### config.mk
export PLATFORM = sky130hd
export DESIGN_NAME = mer_emit
export DESIGN_NICKNAME = d
export VERILOG_FILES = /design/src/rtl/core/mer_pkg.sv /design/src/rtl/core/mer_emit.sv
export VERILOG_INCLUDE_DIRS = /design/src /design/src/rtl/core
export SDC_FILE = /design/constraint.sdc
export NUM_CORES = 1
export LEC_CHECK = 0
export BUFFER_PORTS_ARGS = -buffer_cell sky130_fd_sc_hd__buf_2
export CAP_MARGIN = 20
export CORE_MARGIN = 10
export CORE_UTILIZATION = 55
export CTS_CLUSTER_DIAMETER = 120
export DETAILED_ROUTE_END_ITERATION = 10
export GPL_ROUTABILITY_DRIVEN = 0
export GPL_TIMING_DRIVEN = 0
export PLACE_DENSITY = 0.86
export SLEW_MARGIN = 20
export SYNTH_ARGS = -nofsm -noshare
export SYNTH_HDL_FRONTEND = slang
export SYNTH_SLANG_ARGS = --single-unit
### constraint.sdc
create_clock -name clock -period 5 [get_ports clock]
set_clock_uncertainty 0.2 [all_clocks]
set_input_delay 0.75 -clock clock [delete_from_list [all_inputs] [get_ports clock]]
set_output_delay 0.75 -clock clock [all_outputs]
set_load 0.1 [all_outputs]
### src/rtl/core/assert_macros.svh
// assertion helpers for the ellipse rasterizer core
// each macro samples on the rising edge of clock and is disabled while reset is high
`ifndef ASSERT_MACROS_SVH
`define ASSERT_MACROS_SVH

// same-cycle implication
`define ASSERT_IMPLY(label, ante, cons, msg) \
   label: assert property (@(posedge clock) disable iff (reset) (ante) |-> (cons)) \
      else $error(msg);

// next-cycle implication
`define ASSERT_NEXT(label, ante, cons, msg) \
   label: assert property (@(posedge clock) disable iff (reset) (ante) |=> (cons)) \
      else $error(msg);

`endif

### src/rtl/core/mer_pkg.sv
// shared codes for the midpoint ellipse rasterizer core
// used by mer_seq, mer_emit and the top level; no dependencies
`timescale 1ns / 1ps

package mer_pkg;

   // request operation codes
   localparam logic OP_START   = 1'b0;
   localparam logic OP_ADVANCE = 1'b1;

   // pixel colors
   localparam logic COLOR_WHITE = 1'b0;
   localparam logic COLOR_GREEN = 1'b1;

   // eight mirrored pixels per point
   localparam int          PIX_CNT_W    = 3;
   localparam logic [2:0]  PIX_LAST_IDX = 3'd7;

endpackage

### src/rtl/core/mer_emit.sv
// pixel emitter: holds center and translated center, walks the eight mirrored pixels
// depends on mer_pkg and assert_macros.svh
`timescale 1ns / 1ps
`include "assert_macros.svh"

module mer_emit #(
   parameter int RADIUS_BITS = 10,
   parameter int COORD_BITS  = 11
) (
   input  logic                        clock,
   input  logic                        reset,
   input  logic                        capture,
   input  logic [COORD_BITS-1:0]       center_x,
   input  logic [COORD_BITS-1:0]       center_y,
   input  logic signed [COORD_BITS:0]  shift_x,
   input  logic signed [COORD_BITS:0]  shift_y,
   input  logic                        load,
   input  logic [RADIUS_BITS:0]        point_x,
   input  logic signed [RADIUS_BITS+1:0] point_y,
   input  logic                        point_done,
   output logic                        free,
   output logic                        rsp_valid,
   input  logic                        rsp_ready,
   output logic signed [COORD_BITS+1:0] rsp_pixel_x,
   output logic signed [COORD_BITS+1:0] rsp_pixel_y,
   output logic                        rsp_color,
   output logic                        rsp_last_of_point,
   output logic                        rsp_done_res
);

   localparam int PW = COORD_BITS + 2;

   logic signed [PW-1:0] cx_ff, cy_ff, gx_ff, gy_ff;
   logic signed [PW-1:0] xo_ff, yo_ff;
   logic                 fin_ff;
   logic                 busy_ff;
   logic [mer_pkg::PIX_CNT_W-1:0] cnt_ff;

   logic                 valid_ff;
   logic signed [PW-1:0] px_ff, py_ff;
   logic                 color_ff, last_ff, done_ff;

   logic                 step;
   logic                 sx_neg, sy_neg, green;
   logic signed [PW-1:0] base_x, base_y;
   logic signed [PW-1:0] px_in, py_in;

   always_comb begin
      step   = busy_ff && (!valid_ff || rsp_ready);
      // quadrant order: (+x,+y) (-x,+y) (-x,-y) (+x,-y), white then green
      sx_neg = cnt_ff[0] ^ cnt_ff[1];
      sy_neg = cnt_ff[1];
      green  = cnt_ff[2];
      base_x = green ? gx_ff : cx_ff;
      base_y = green ? gy_ff : cy_ff;
      px_in  = sx_neg ? base_x - xo_ff : base_x + xo_ff;
      py_in  = sy_neg ? base_y - yo_ff : base_y + yo_ff;
   end

   always_ff @(posedge clock) begin
      if (capture) begin
         cx_ff <= PW'($signed({1'b0, center_x}));
         cy_ff <= PW'($signed({1'b0, center_y}));
         gx_ff <= PW'($signed({1'b0, center_x})) + PW'(shift_x);
         gy_ff <= PW'($signed({1'b0, center_y})) + PW'(shift_y);
      end
      if (load) begin
         xo_ff  <= PW'(point_x);
         yo_ff  <= PW'(point_y);
         fin_ff <= point_done;
      end
      if (step) begin
         px_ff    <= px_in;
         py_ff    <= py_in;
         color_ff <= green ? mer_pkg::COLOR_GREEN : mer_pkg::COLOR_WHITE;
         last_ff  <= (cnt_ff == mer_pkg::PIX_LAST_IDX);
         done_ff  <= fin_ff && (cnt_ff == mer_pkg::PIX_LAST_IDX);
      end
   end

   always_ff @(posedge clock) begin
      if (reset) begin
         busy_ff  <= 1'b0;
         cnt_ff   <= '0;
         valid_ff <= 1'b0;
      end else begin
         if (load) begin
            busy_ff <= 1'b1;
            cnt_ff  <= '0;
         end else if (step) begin
            cnt_ff <= cnt_ff + 1'b1;
            if (cnt_ff == mer_pkg::PIX_LAST_IDX) begin
               busy_ff <= 1'b0;
            end
         end
         if (step) begin
            valid_ff <= 1'b1;
         end else if (rsp_ready) begin
            valid_ff <= 1'b0;
         end
      end
   end

   assign free              = !busy_ff;
   assign rsp_valid         = valid_ff;
   assign rsp_pixel_x       = px_ff;
   assign rsp_pixel_y       = py_ff;
   assign rsp_color         = color_ff;
   assign rsp_last_of_point = last_ff;
   assign rsp_done_res      = done_ff;

   `ASSERT_IMPLY(a_done_is_last, valid_ff && done_ff, last_ff, "done without last pixel")
   `ASSERT_NEXT(a_load_starts_run, load, busy_ff && (cnt_ff == '0), "point load not taken")
   `ASSERT_IMPLY(a_run_ends_on_last, $fell(busy_ff) && !$past(reset), valid_ff && last_ff,
      "run ended without eighth pixel")

endmodule

==> out/results.ini <==
[status]
status=finished clean

[timing]
finalSetupTns_ns=0
rsz0062_at_grt=no
finalCritPeriodShare_pct=75.74
finalHoldViolations=0
fin_crit_ns=3.787
worst_pin_slew_ns=1.051
layout_setup_ws_ns=1.213
setup_viol=0
slew_headroom_pct=29.83
slew_violations=0
max_freq_mhz=264.1

[floorplan]
die_height_um=123.9
fp.dieArea_um2=15360
num_rows=37
die_x_um=123.9
io_pins=106
start_util_pct=57.05
core_area_um2=10420

[placement]
placedCellCount=731
dpl.hpwl_um=9680
port_buffers=105
dp_slack_ns=1.218

[cts]
cts_made_buffers=9
htreeDepth=3
cts_tree=yes
cts_hold_buffers=0
clk_path_buf_depth=2
post_cts_buffers=0
cts_sinks=106
insertion_delay_ns=0.37
ctsResizeCount=0
path_clk_slew_ns=0.10
cts_root_buf=clkbuf_8

[layout]
multiInputGateArea_um2=2670
fin_cells=746
final_net_count=735
diodes=0
nFillCells=769
area_growth_pct=15.03
drive_above_1_share_pct=23.77
seq_area_um2=3133

[pwr]
seq_power_share_pct=46.5
p_leak_nw=2.789
p_sw_mw=0.8669
power_density_nw_per_um2=360.9
pwr-share-clk_pct=21.3
comb_power_share_pct=32.2
power.internal_mw=1.600
sw_frac_of_total_pct=35.14
ir_drop_uv=154.3

[drt]
avgRoutedWirePerCell_um=16.06
drc_errors=0
dr.pass1.iters=4
vias_per_cell=5.367
wl_um=11980
vias=4004
ant_nets=0
drt_iter0_markers=189

[critical_path]
worstPathArrival_ns=3.72
critPathKind=flip-flop to flip-flop
cp-startpoint=cnt_ff[2]
r2r_start=cnt_ff[2]
cp-end-kind=flip-flop
crit_fanout=10
start_kind=flip-flop
cp_data_required_time_ns=4.93

[global_routing]
grt_max_degree=49
antenna_found_initial=0
grt_pass1_vias=4131
grt_first_pass_wirelength_um=19110
grt-ovfl-total=0
grtUsageTotal_pct=15.75

[synthesis]
synth-main-ff-cell=edfxtp_1
yosysSeqAreaShare_pct=52.73
syn-cell-area_um2=5942
ys_types=49
synth_seq_cells=106
syn_inst=490
synth_nets=619
synth.avg_cell_area_um2=12.13
synth-async-reset-ratio_pct=0
synth_edf_count=101
ys_warn_count=0

[flow_run]
cap_viol_max_count=0

[hold_path]
hold_path.startpoint=cnt_ff[2]
hold_path.class=flip-flop to flip-flop

==> cell families (layout without fill, tap and decap cells) <==
family          count (synthesis)  count (layout)  synth area share, %
flops                         106             106                52.73
fa+ha+maj                      54              54                11.88
buf+inv                        37             157                2.337
xor+xnor                       61              61                8.991
compound gates                102             102                10.87
simple gates                  104             104                8.402
mux                            26              26                4.801
==> metal layers <==
layer	global-route usage [%]	vias to the layer above	share of wire, %
met4	6.043	0	1.5
met2	26.75	118	49
met5	0	-	0
met1	19.59	1833	42
met3	2.896	15	6.6
li1	-	2038	-
==> layout make-up <==
cell class	count	share of cell area, %
Multi-Input combinational cell	347	39.06
Inverter	32	1.757
Tap cell	136	2.489
Sequential cell	106	45.84
Buffer	5	0.2746
Clock buffer	9	1.812
Timing Repair Buffer	105	7.688
Clock inverter	6	1.080
==> power groups by stage <==
| stage | clock [mW] | combinational, mW | sequential [mW] |
|---|---|---|---|
| final | 0.526 | 0.795 | 1.15 |
| after global routing | 0.565 | 0.863 | 1.16 |
| after CTS | 0.537 | 0.794 | 1.15 |
| after detailed placement | 0 | 0.791 | 1.17 |
| after global placement | 0 | 0.769 | 1.16 |
| after floorplan | 0 | 0.374 | 1.42 |
==> sequential cells by signal, summed over array words and instances (netlist names), 3 cells and up <==
register / flops
gx_ff: 13
gy_ff: 13
rsp_pixel_x: 13
rsp_pixel_y: 13
yo_ff: 12
cx_ff: 11
cy_ff: 11
xo_ff: 11
cnt_ff: 3
==> path summary, 6_finish.rpt <==
check,endpoint,slack (ns),depth (start not counted)
setup / recovery,rsp_pixel_y[12],1.21,12
hold / removal,rsp_color,0.29,0
setup reg to reg,rsp_pixel_y[12],1.21,12
hold reg to reg,rsp_color,0.29,0
==> placed cells by master, fill, tap and decap left out, types with 4 or more instances in the layout <==
| cell | synthesis | final |
|---|---|---|
| nor2b_1 | 5 | 5 |
| a21oi_1 | 41 | 41 |
| buf_2 | 0 | 105 |
| nor3_1 | 12 | 12 |
| o21ai_0 | 12 | 12 |
| dfxtp_1 | 5 | 5 |
| nand2_1 | 16 | 16 |
| o211ai_1 | 5 | 5 |
| clkbuf_8 | 0 | 9 |
| nand2b_1 | 4 | 4 |
| edfxtp_1 | 101 | 101 |
| nor2_1 | 44 | 44 |
| nand3_1 | 8 | 8 |
| mux2i_1 | 6 | 6 |
| mux2_2 | 20 | 20 |
| ha_1 | 50 | 50 |
| xnor2_1 | 51 | 51 |
| inv_1 | 32 | 32 |
| xor2_1 | 10 | 10 |
| o21a_1 | 5 | 5 |
| fa_1 | 4 | 4 |
| a21o_1 | 10 | 10 |
==> critical path: stages, from the launching register on <==
cell	delay, ns
dfxtp_1	0.38
clkbuf_1	0.42
buf_1	0.49
mux2i_1	0.32
ha_1	0.20
inv_1	0.05
fa_1	0.42
a21oi_1	0.21
o211a_1	0.21
o211ai_1	0.13
a31o_1	0.23
a21oi_1	0.18
xnor2_1	0.10
==> stage by stage <==
| stage | hold slack (ns) | util (%) | area (µm²) | total power, mW |
|---|---|---|---|---|
| finish | 0.2938 | 65.62 | 6835 | 2.467 |
| detailed placement | 0.2670 | 63.72 | 6638 | 1.958 |
| floorplan | 0.2348 | - | 5942 | 1.796 |
| CTS | 0.2931 | 65.62 | 6835 | 2.478 |
| global placement | 0.2508 | 63.72 | 6638 | 1.931 |
| global route | 0.3169 | 65.62 | 6835 | 2.586 |
==> synthesized netlist by cell type, drive strengths merged, types with 5 or more instances <==
master | instances | area (µm²)
edfxtp | 101 | 3033
xnor2 | 51 | 446.7
ha | 50 | 625.6
nor2 | 44 | 165.2
a21oi | 42 | 214.0
inv | 32 | 120.1
mux2 | 20 | 225.2
nand2 | 16 | 60.06
o21ai | 14 | 70.07
nor3 | 12 | 60.06
a21o | 10 | 75.07
xor2 | 10 | 87.58
nand3 | 8 | 40.04
mux2i | 6 | 60.06
dfxtp | 5 | 100.1
nor2b | 5 | 31.28
o211ai | 5 | 37.54
o21a | 5 | 37.54
No activity file was read; power rests on OpenSTA's default activity.
